--- src/rtl/omms_pkg.sv ---
package omms_pkg;

  localparam int unsigned CHAR_W   = 7;
  localparam int unsigned CODE_W   = 8;
  localparam int unsigned NUM_DBL  = 25;
  localparam int unsigned NUM_TRI  = 3;
  localparam int unsigned DBL_W    = $clog2(NUM_DBL + 1);
  localparam int unsigned TRI_W    = $clog2(NUM_TRI + 1);
  localparam int unsigned DBL_BASE = 128;
  localparam int unsigned TRI_BASE = 196;
  localparam int unsigned LINE_CMT_IDX  = 8;
  localparam int unsigned BLOCK_CMT_IDX = 9;
  localparam int unsigned MAX_RES  = 3;

  localparam logic [CHAR_W-1:0] CH_BANG  = 7'h21;
  localparam logic [CHAR_W-1:0] CH_PCT   = 7'h25;
  localparam logic [CHAR_W-1:0] CH_AMP   = 7'h26;
  localparam logic [CHAR_W-1:0] CH_STAR  = 7'h2A;
  localparam logic [CHAR_W-1:0] CH_PLUS  = 7'h2B;
  localparam logic [CHAR_W-1:0] CH_MINUS = 7'h2D;
  localparam logic [CHAR_W-1:0] CH_SLASH = 7'h2F;
  localparam logic [CHAR_W-1:0] CH_COLON = 7'h3A;
  localparam logic [CHAR_W-1:0] CH_LT    = 7'h3C;
  localparam logic [CHAR_W-1:0] CH_EQ    = 7'h3D;
  localparam logic [CHAR_W-1:0] CH_GT    = 7'h3E;
  localparam logic [CHAR_W-1:0] CH_CARET = 7'h5E;
  localparam logic [CHAR_W-1:0] CH_PIPE  = 7'h7C;
  localparam logic [CHAR_W-1:0] CH_TILDE = 7'h7E;

  // Two-character operators, in code order
  localparam logic [2*CHAR_W-1:0] DBL_TAB [NUM_DBL] = '{
    {CH_EQ, CH_EQ},       {CH_PLUS, CH_EQ},     {CH_PLUS, CH_PLUS},
    {CH_MINUS, CH_EQ},    {CH_MINUS, CH_MINUS}, {CH_MINUS, CH_GT},
    {CH_STAR, CH_EQ},     {CH_SLASH, CH_EQ},    {CH_SLASH, CH_SLASH},
    {CH_SLASH, CH_STAR},  {CH_PCT, CH_EQ},      {CH_AMP, CH_EQ},
    {CH_AMP, CH_AMP},     {CH_PIPE, CH_EQ},     {CH_PIPE, CH_PIPE},
    {CH_CARET, CH_EQ},    {CH_LT, CH_EQ},       {CH_LT, CH_LT},
    {CH_GT, CH_EQ},       {CH_GT, CH_GT},       {CH_BANG, CH_EQ},
    {CH_TILDE, CH_AMP},   {CH_TILDE, CH_PIPE},  {CH_TILDE, CH_CARET},
    {CH_COLON, CH_COLON}
  };

  localparam logic [3*CHAR_W-1:0] TRI_TAB [NUM_TRI] = '{
    {CH_LT, CH_LT, CH_EQ}, {CH_LT, CH_MINUS, CH_GT}, {CH_GT, CH_GT, CH_EQ}
  };

  typedef enum logic [1:0] {
    CMT_NONE  = 2'd0,
    CMT_LINE  = 2'd1,
    CMT_BLOCK = 2'd2
  } cmt_kind_e;

  typedef struct packed {
    logic [CODE_W-1:0] op_code;
    logic [1:0]        op_length;
    cmt_kind_e         comment_kind;
    logic              last;
  } res_t;

  // Index of a two-character operator, NUM_DBL when none
  function automatic logic [DBL_W-1:0] dbl_idx(input logic [CHAR_W-1:0] a,
                                               input logic [CHAR_W-1:0] b);
    logic [DBL_W-1:0] idx;
    idx = DBL_W'(NUM_DBL);
    for (int i = 0; i < NUM_DBL; i++) begin
      if (DBL_TAB[i] == {a, b}) idx = DBL_W'(i);
    end
    return idx;
  endfunction

  function automatic logic [TRI_W-1:0] tri_idx(input logic [CHAR_W-1:0] a,
                                               input logic [CHAR_W-1:0] b,
                                               input logic [CHAR_W-1:0] c);
    logic [TRI_W-1:0] idx;
    idx = TRI_W'(NUM_TRI);
    for (int i = 0; i < NUM_TRI; i++) begin
      if (TRI_TAB[i] == {a, b, c}) idx = TRI_W'(i);
    end
    return idx;
  endfunction

endpackage

--- src/rtl/operator_max_munch_scanner.sv ---
// Path: an accepted item is held in the input register until the result buffer
//   can take it; its results are then registered in the buffer and offered on
//   the master side from there.
// Throughput: one item per cycle while each item gives at most one result and m_tready_i is high;
//   an item with k results (k is 0 to 3) holds off the next until its last result is being taken.
// Reset (rst_ni low, asynchronous): drop pending characters, the input register
//   and all buffered results; no payload register is cleared.
module operator_max_munch_scanner
  import omms_pkg::*;
(
  input  logic        clk_i,
  input  logic        rst_ni,
  input  logic        s_tvalid_i,
  output logic        s_tready_o,
  input  logic [7:0]  s_tdata_i,   // [6:0] sym_char, [7] zero
  input  logic        s_tlast_i,   // run_end
  output logic        m_tvalid_o,
  input  logic        m_tready_i,
  output logic [15:0] m_tdata_o,   // [7:0] op_code, [9:8] op_length,
                                   // [11:10] comment_kind, [15:12] zero
  output logic        m_tlast_o    // last
);

  // Input register: one character and its run-end flag
  logic              in_vld_q, in_vld_d;
  logic [CHAR_W-1:0] in_char_q;
  logic              in_end_q;

  // Scanner state: characters held back for a longer match
  logic [1:0]        pend_cnt_q, pend_cnt_d;
  logic [CHAR_W-1:0] pend_a_q, pend_a_d;
  logic [CHAR_W-1:0] pend_b_q, pend_b_d;

  // Result buffer: entry 0 is the head offered on the master side
  res_t              res_q [MAX_RES];
  res_t              res_d [MAX_RES];
  logic [1:0]        res_cnt_q, res_cnt_d;

  // Results of the item in the input register
  res_t              new_res [MAX_RES];
  logic [1:0]        new_cnt;

  logic              pop;
  logic              move;
  logic              s_fire;

  assign m_tvalid_o = (res_cnt_q != 2'd0);
  assign pop        = m_tvalid_o && m_tready_i;
  // Advance the input register into the buffer once the buffer drains
  assign move       = in_vld_q && ((res_cnt_q == 2'd0) ||
                                   ((res_cnt_q == 2'd1) && m_tready_i));
  assign s_tready_o = !in_vld_q || move;
  assign s_fire     = s_tvalid_i && s_tready_o;

  assign m_tdata_o = {4'b0, res_q[0].comment_kind, res_q[0].op_length, res_q[0].op_code};
  assign m_tlast_o = res_q[0].last;

  // Greedy longest-match scan over pending characters plus the new one
  always_comb begin
    logic [CHAR_W-1:0] a, b, c, x, y;
    logic              e, pair_go;
    logic [DBL_W-1:0]  d_ac, d_ab, d_bc, dxy;
    logic [TRI_W-1:0]  t;
    logic [1:0]        k;

    a       = pend_a_q;
    b       = pend_b_q;
    c       = in_char_q;
    e       = in_end_q;
    d_ac    = dbl_idx(a, c);
    d_ab    = dbl_idx(a, b);
    d_bc    = dbl_idx(b, c);
    t       = tri_idx(a, b, c);
    k       = 2'd0;
    pair_go = 1'b0;
    x       = a;
    y       = c;
    dxy     = d_ac;
    pend_cnt_d = 2'd0;
    pend_a_d   = '0;
    pend_b_d   = '0;
    for (int i = 0; i < MAX_RES; i++) begin
      new_res[i] = '{op_code: '0, op_length: 2'd1, comment_kind: CMT_NONE, last: 1'b0};
    end

    case (pend_cnt_q)
      2'd0: begin
        if (e) begin
          new_res[k].op_code = {1'b0, c};
          k = k + 2'd1;
        end else begin
          pend_cnt_d = 2'd1;
          pend_a_d   = c;
        end
      end
      2'd1: begin
        pair_go = 1'b1;
      end
      2'd2: begin
        if (t != TRI_W'(NUM_TRI)) begin
          new_res[k].op_code   = CODE_W'(TRI_BASE) + CODE_W'(t);
          new_res[k].op_length = 2'd3;
          k = k + 2'd1;
        end else if (d_ab != DBL_W'(NUM_DBL)) begin
          new_res[k].op_code   = CODE_W'(DBL_BASE) + CODE_W'(d_ab);
          new_res[k].op_length = 2'd2;
          k = k + 2'd1;
          if (e) begin
            new_res[k].op_code = {1'b0, c};
            k = k + 2'd1;
          end else begin
            pend_cnt_d = 2'd1;
            pend_a_d   = c;
          end
        end else begin
          // Fall back: emit the oldest character, rescan the remaining pair
          new_res[k].op_code = {1'b0, a};
          k = k + 2'd1;
          pair_go = 1'b1;
          x       = b;
          y       = c;
          dxy     = d_bc;
        end
      end
      default: begin
        pair_go = 1'b0;
      end
    endcase

    if (pair_go) begin
      if ((dxy == DBL_W'(LINE_CMT_IDX)) || (dxy == DBL_W'(BLOCK_CMT_IDX))) begin
        new_res[k].op_code      = CODE_W'(DBL_BASE) + CODE_W'(dxy);
        new_res[k].op_length    = 2'd2;
        new_res[k].comment_kind = (dxy == DBL_W'(LINE_CMT_IDX)) ? CMT_LINE : CMT_BLOCK;
        k = k + 2'd1;
      end else if (!e) begin
        pend_cnt_d = 2'd2;
        pend_a_d   = x;
        pend_b_d   = y;
      end else if (dxy != DBL_W'(NUM_DBL)) begin
        new_res[k].op_code   = CODE_W'(DBL_BASE) + CODE_W'(dxy);
        new_res[k].op_length = 2'd2;
        k = k + 2'd1;
      end else begin
        new_res[k].op_code = {1'b0, x};
        k = k + 2'd1;
        new_res[k].op_code = {1'b0, y};
        k = k + 2'd1;
      end
    end

    for (int i = 0; i < MAX_RES; i++) begin
      new_res[i].last = (2'(i) == (k - 2'd1));
    end
    new_cnt = k;
  end

  // Load the buffer on a move, else shift the head out on a pop
  always_comb begin
    res_d     = res_q;
    res_cnt_d = res_cnt_q;
    if (move) begin
      res_d     = new_res;
      res_cnt_d = new_cnt;
    end else if (pop) begin
      for (int i = 0; i < MAX_RES - 1; i++) begin
        res_d[i] = res_q[i+1];
      end
      res_cnt_d = res_cnt_q - 2'd1;
    end
  end

  always_comb begin
    in_vld_d = in_vld_q;
    if (s_tready_o) in_vld_d = s_tvalid_i;
  end

  always_ff @(posedge clk_i or negedge rst_ni) begin
    if (!rst_ni) begin
      in_vld_q   <= 1'b0;
      res_cnt_q  <= 2'd0;
      pend_cnt_q <= 2'd0;
      pend_a_q   <= '0;
      pend_b_q   <= '0;
    end else begin
      in_vld_q  <= in_vld_d;
      res_cnt_q <= res_cnt_d;
      if (move) begin
        pend_cnt_q <= pend_cnt_d;
        pend_a_q   <= pend_a_d;
        pend_b_q   <= pend_b_d;
      end
    end
  end

  // Payload registers, no reset
  always_ff @(posedge clk_i) begin
    if (s_fire) begin
      in_char_q <= s_tdata_i[CHAR_W-1:0];
      in_end_q  <= s_tlast_i;
    end
    res_q <= res_d;
  end

endmodule

--- config.mk ---
export PLATFORM = sky130hd
export DESIGN_NAME = operator_max_munch_scanner
export DESIGN_NICKNAME = d
export VERILOG_FILES = /design/src/rtl/omms_pkg.sv /design/src/rtl/operator_max_munch_scanner.sv
export SDC_FILE = /design/constraint.sdc
export NUM_CORES = 1
export LEC_CHECK = 0
export BUFFER_PORTS_ARGS = -buffer_cell sky130_fd_sc_hd__buf_4
export CAP_MARGIN = 20
export CORE_UTILIZATION = 40
export CTS_CLUSTER_DIAMETER = 100
export DETAILED_ROUTE_END_ITERATION = 12
export SLEW_MARGIN = 15
export SYNTH_ARGS = -nofsm -noshare
export SYNTH_HDL_FRONTEND = slang
export SYNTH_SLANG_ARGS = --single-unit
--- constraint.sdc ---
create_clock -name clk_i -period 7.05 [get_ports clk_i]
set_clock_uncertainty 0.1 [all_clocks]
set_input_delay 1.0575 -clock clk_i [delete_from_list [all_inputs] [get_ports clk_i]]
set_output_delay 1.0575 -clock clk_i [all_outputs]
set_load 0.01 [all_outputs]
Word level (Yosys, flattened, before mapping)
Index checks and enable logic that the tools add are counted.

Bits in registers: 66. Input port bits: 13.

$add $sub $neg: 7. Magnitude comparators: 4. Equality and inequality tests: 88. Muxes and demuxes: 143. Bitwise logic cells: 2. Reductions and logical operators: 15.

Operator list (count): $eq A13 B14 Y1 const A (57); $mux W5 (79); $eq A14 B14 Y1 const A (18); $bwmux W39 (5); $mux W39 (4); $mux W7 (15); $demux W13 S2 (4); $eq A20 B21 Y1 const A (3); $mux W26 (2); $mux W2 (18); $mux W13 (2); $add A8 B5 Y8 const A (2); $pmux W8 S2 (1); $pmux W7 S2 (1); $eq A5 B4 Y1 const B (2); $mux W10 (1); $ne A5 B5 Y1 const B (2); $add A7 B3 Y8 const A (1); $mux W8 (1); $ge A3 B3 Y1 const B (2); $logic_and A1 B1 Y1 (6); $logic_not A2 Y1 (3); $lt A3 B1 Y1 const B (2); $mux W1 (6); other kinds (14) (22).

Logic depth before layout (Yosys ltp)
Word-level depth: 42. Mapped depth: 18. Gate-level depth less buffers: 15.

Worst setup path before layout
OpenSTA, ideal clock, no wires.

Path type: register -> register. From: register pend_a_q[3]. To: register res_q, in the netlist m_tdata_o[0], data pin. Library setup time: 0.256 ns. Arrival: 3.505 ns. Slack: 3.189 ns. Stages on the path, launching flop included: 18. Path buffers: 2. Clock period less this slack: 3.861 ns. Path through: dfrtp_1 buf_2 and4_1 and2_1 a22o_1 a2111oi_4 and4_1 buf_6 nor2_1 o21ai_0 inv_1 ha_1 clkinv_1 nor2_1 a21boi_0 o311ai_1 o311ai_1 a22o_1.

RTL lines: start: declaration (RTL line operator_max_munch_scanner.sv:31) `logic [CHAR_W-1:0] pend_a_q, pend_a_d;`; start signal: assignment (RTL line operator_max_munch_scanner.sv:190) `pend_a_q <= pend_a_d;`; end signal: assignment (RTL line operator_max_munch_scanner.sv:202) `res_q <= res_d;`; end: declaration (RTL line operator_max_munch_scanner.sv:35) `res_t res_q [MAX_RES];`.

==> impl_metrics.env <==
export IMPL_period_share_pct=79.4
export IMPL_crit_path_start_kind="register"
export IMPL_drtIter0Drc=939
export IMPL_synth_ff_latch_count=64
export IMPL_dp_hpwl_um=17400
export IMPL_drtAntennaViolNets=0
export IMPL_grt_max_degree=60
export IMPL_post_cts_resized=0
export IMPL_crit_buf_inv=0
export IMPL_dieArea_um2=16600
export IMPL_clkSinkCount=64
export IMPL_pwr_density_cell_nw_per_um2=395
export IMPL_numPortBuffers=26
export IMPL_synth_cell_types=106
export IMPL_worst_ep_required_time_ns=7.04
export IMPL_hold_path_class="register to register"
export IMPL_start_util_pct=40.8
export IMPL_synth_most_common_cell="nand2_1"
export IMPL_die_h_um=129
export IMPL_ir_drop_v=0.000395
export IMPL_final_setup_worst_slack_ns=1.45
export IMPL_dieWidth_um=129
export IMPL_p_clk_share_pct=15.7
export IMPL_syn_avg_cell_area_um2=8.07
export IMPL_worstMarginPinSlew_ns=1.03
export IMPL_p_seq_share_pct=31.2
export IMPL_clock_path_buffers=2
export IMPL_synth_cells=798
export IMPL_cts_max_level=3
export IMPL_leakage_nw=2.41
export IMPL_antenna_cells=0
export IMPL_crit_fanout=15
export IMPL_timing_final_max_slew_violations=0
export IMPL_overflow=0
export IMPL_dr_pass1_iters=5
export IMPL_cap_violations=0
export IMPL_place_congestion=1.02
export IMPL_fmax_mhz=179
export IMPL_path_delay_family="compound AO/OA/AOI/OAI gates"
export IMPL_cts_setup_buffers=0
export IMPL_status="completed"
export IMPL_p_total_mw=2.72
export IMPL_area_growth_pct=6.84
export IMPL_ys_warn_count=0
export IMPL_slew_headroom_pct=30.7
export IMPL_cts_hold_repair_buffers=0
export IMPL_io_pins=32
export IMPL_p_comb_share_pct=53.1
export IMPL_vias=6675
export IMPL_switchingPower_mw=1.36
export IMPL_yosysSeqAreaShare_pct=28.4
export IMPL_cts_tree="done"
export IMPL_wl_um=24500
export IMPL_drc=0
export IMPL_finalSetupViolations=0
export IMPL_hold_viol=0
export IMPL_tns_ns=0
export IMPL_row_count=46
export IMPL_core_um2=15800
export IMPL_arrival_ns=5.59
export IMPL_ys_async_sr_fraction_pct=29.7
export IMPL_grt_pass1_vias=6248
export IMPL_wl_per_cell_um=24.7
export IMPL_path_cells="nand2b_1 -> nor3_1 -> o21ai_0 -> and3_1 -> and4_1 -> nor2_1 -> o21ai_0 -> ha_1 -> nor2_1 -> a21boi_0 -> o311ai_1 -> o311ai_1 -> a22o_1"
export IMPL_clock_tree_root_cell="clkbuf_16"
export IMPL_intPower_mw=1.36
export IMPL_synth_area_um2=6440
export IMPL_grt_pass1_wl_um=37200
export IMPL_vias_per_cell=6.73
export IMPL_swShare_pct=49.9
export IMPL_path_class="register to register"
export IMPL_slowest_stage="o21ai_0"
export IMPL_post_synth_top_area_cell="edfxtp_1"
export IMPL_synth_top_area_share_pct=21.0
export IMPL_dp_cells=976
export IMPL_synth_common_cells="nand2_1 (76), nor2_1 (63), edfxtp_1 (45), o21ai_0 (37)"
export IMPL_ys_flop_type="edfxtp_1"
export IMPL_final_net_count=794
export IMPL_min_period_ns=5.60
export IMPL_insertion_delay_ns=0.34
export IMPL_critPathMaxStageDelay_ns=0.81
export IMPL_clk_pin_slew_ns=0.06
export IMPL_numCtsBuffers=9
export IMPL_stdcell_count=992
export IMPL_rsz0062_at_grt="false"
export IMPL_track_usage_pct=30.1
export IMPL_place_ws_ns=1.71
export IMPL_antenna_found_initial=0
export IMPL_yosys_top_cells_area="edfxtp_1 (21%), dfrtp_1 (7.4%), nand2_1 (4.4%), nor2_1 (3.7%), o21ai_0 (2.9%)"
export IMPL_synth_edf_count=45
export IMPL_drive_above_1_share_pct=13.7
export IMPL_critPathCaptureType="register"
## flip-flops by register name, summed over array words and instances, names as in the netlist
name and flops:
res_q 24, pend_cnt_q 2, m_tlast_o 1, in_vld_q 1, in_char_q 7, in_end_q 1, res_cnt_q 2, pend_b_q 7
m_tdata_o 12, pend_a_q 7
## layout by cell type, fill, tap and decap left out, types with 11 or more instances in the layout
| cell type | synthesis | routed |
|---|---|---|
| nor3_1 | 36 | 36 |
| dfrtp_1 | 19 | 19 |
| buf_4 | 19 | 43 |
| nand3_1 | 33 | 33 |
| inv_1 | 22 | 22 |
| o21ai_1 | 11 | 11 |
| a21oi_1 | 36 | 36 |
| nor4_1 | 19 | 19 |
| and3_1 | 11 | 11 |
| edfxtp_1 | 45 | 45 |
| and2_1 | 12 | 12 |
| nor2_1 | 63 | 63 |
| nand2b_1 | 19 | 18 |
| o21ai_0 | 37 | 37 |
| a31oi_1 | 11 | 11 |
| nand4_1 | 12 | 12 |
| nand3b_1 | 13 | 13 |
| nand2_1 | 76 | 76 |
## per-stage QoR
stage	util [%]	hold WS, ns	instance area (µm²)
global route	43.6	0.421	6880
floorplan	-	0.375	6450
global placement	41.8	0.399	6600
finish	43.6	0.415	6880
detailed placement	41.8	0.396	6600
CTS	43.6	0.412	6880
## tightest hold or removal path, delay by kind of cell, from the launching register on
| family | cells | cell delay, ns |
|---|---|---|
| flops | 1 | 0.32 |
| simple gates | 2 | 0.10 |
## layer usage
| metal | wire, µm | track usage [%] | vias to the layer above |
|---|---|---|---|
| met2 | 10200 | 43.7 | 467 |
| met5 | 0 | 0 | - |
| li1 | - | - | 2933 |
| met4 | 934 | 11.7 | 0 |
| met1 | 10400 | 41.8 | 3183 |
| met3 | 2870 | 8.61 | 92 |
## logic make-up after synthesis
family / after synthesis / share of synthesized area (%)
simple gates: 381 / 34.2
compound gates: 202 / 21.9
buf+inv: 107 / 8.28
flops: 64 / 28.4
mux: 17 / 3.09
xor+xnor: 16 / 2.18
fa+ha+maj: 10 / 1.94
other cells: 1 / 0.0583
## power by group through the flow
stage / logic, mW / clock network [mW] / registers [mW]
after floorplan: 1.16 / 0 / 0.663
after global placement: 1.38 / 0 / 0.837
after detailed placement: 1.40 / 0 / 0.843
after CTS: 1.40 / 0.427 / 0.836
after global routing: 1.55 / 0.444 / 0.860
final: 1.44 / 0.427 / 0.848
## final cells by class
cell class | instances | area (µm²)
Multi-Input combinational cell | 630 | 4090
Tap cell | 216 | 270
Fill cell | 1591 | 8890
Clock buffer | 9 | 225
Sequential cell | 64 | 1830
Timing Repair Buffer | 43 | 323
Clock inverter | 7 | 55.1
Inverter | 23 | 86.3
## final timing paths
path                            depth (start not counted)       endpoint         from  slack, ns
worst min-delay path                                    2  m_tdata_o[10]    res_q[14]       0.42
min in group asynchronous                               1    pend_a_q[3]       rst_ni       0.50
worst max-delay path                                   13   m_tdata_o[0]  pend_b_q[6]       1.45
max in group asynchronous                               1   res_cnt_q[0]       rst_ni       6.13
worst max register to register                         13   m_tdata_o[0]  pend_b_q[6]       1.45
worst min register to register                          2  m_tdata_o[10]    res_q[14]       0.42
(Power assumes the default switching activity.)
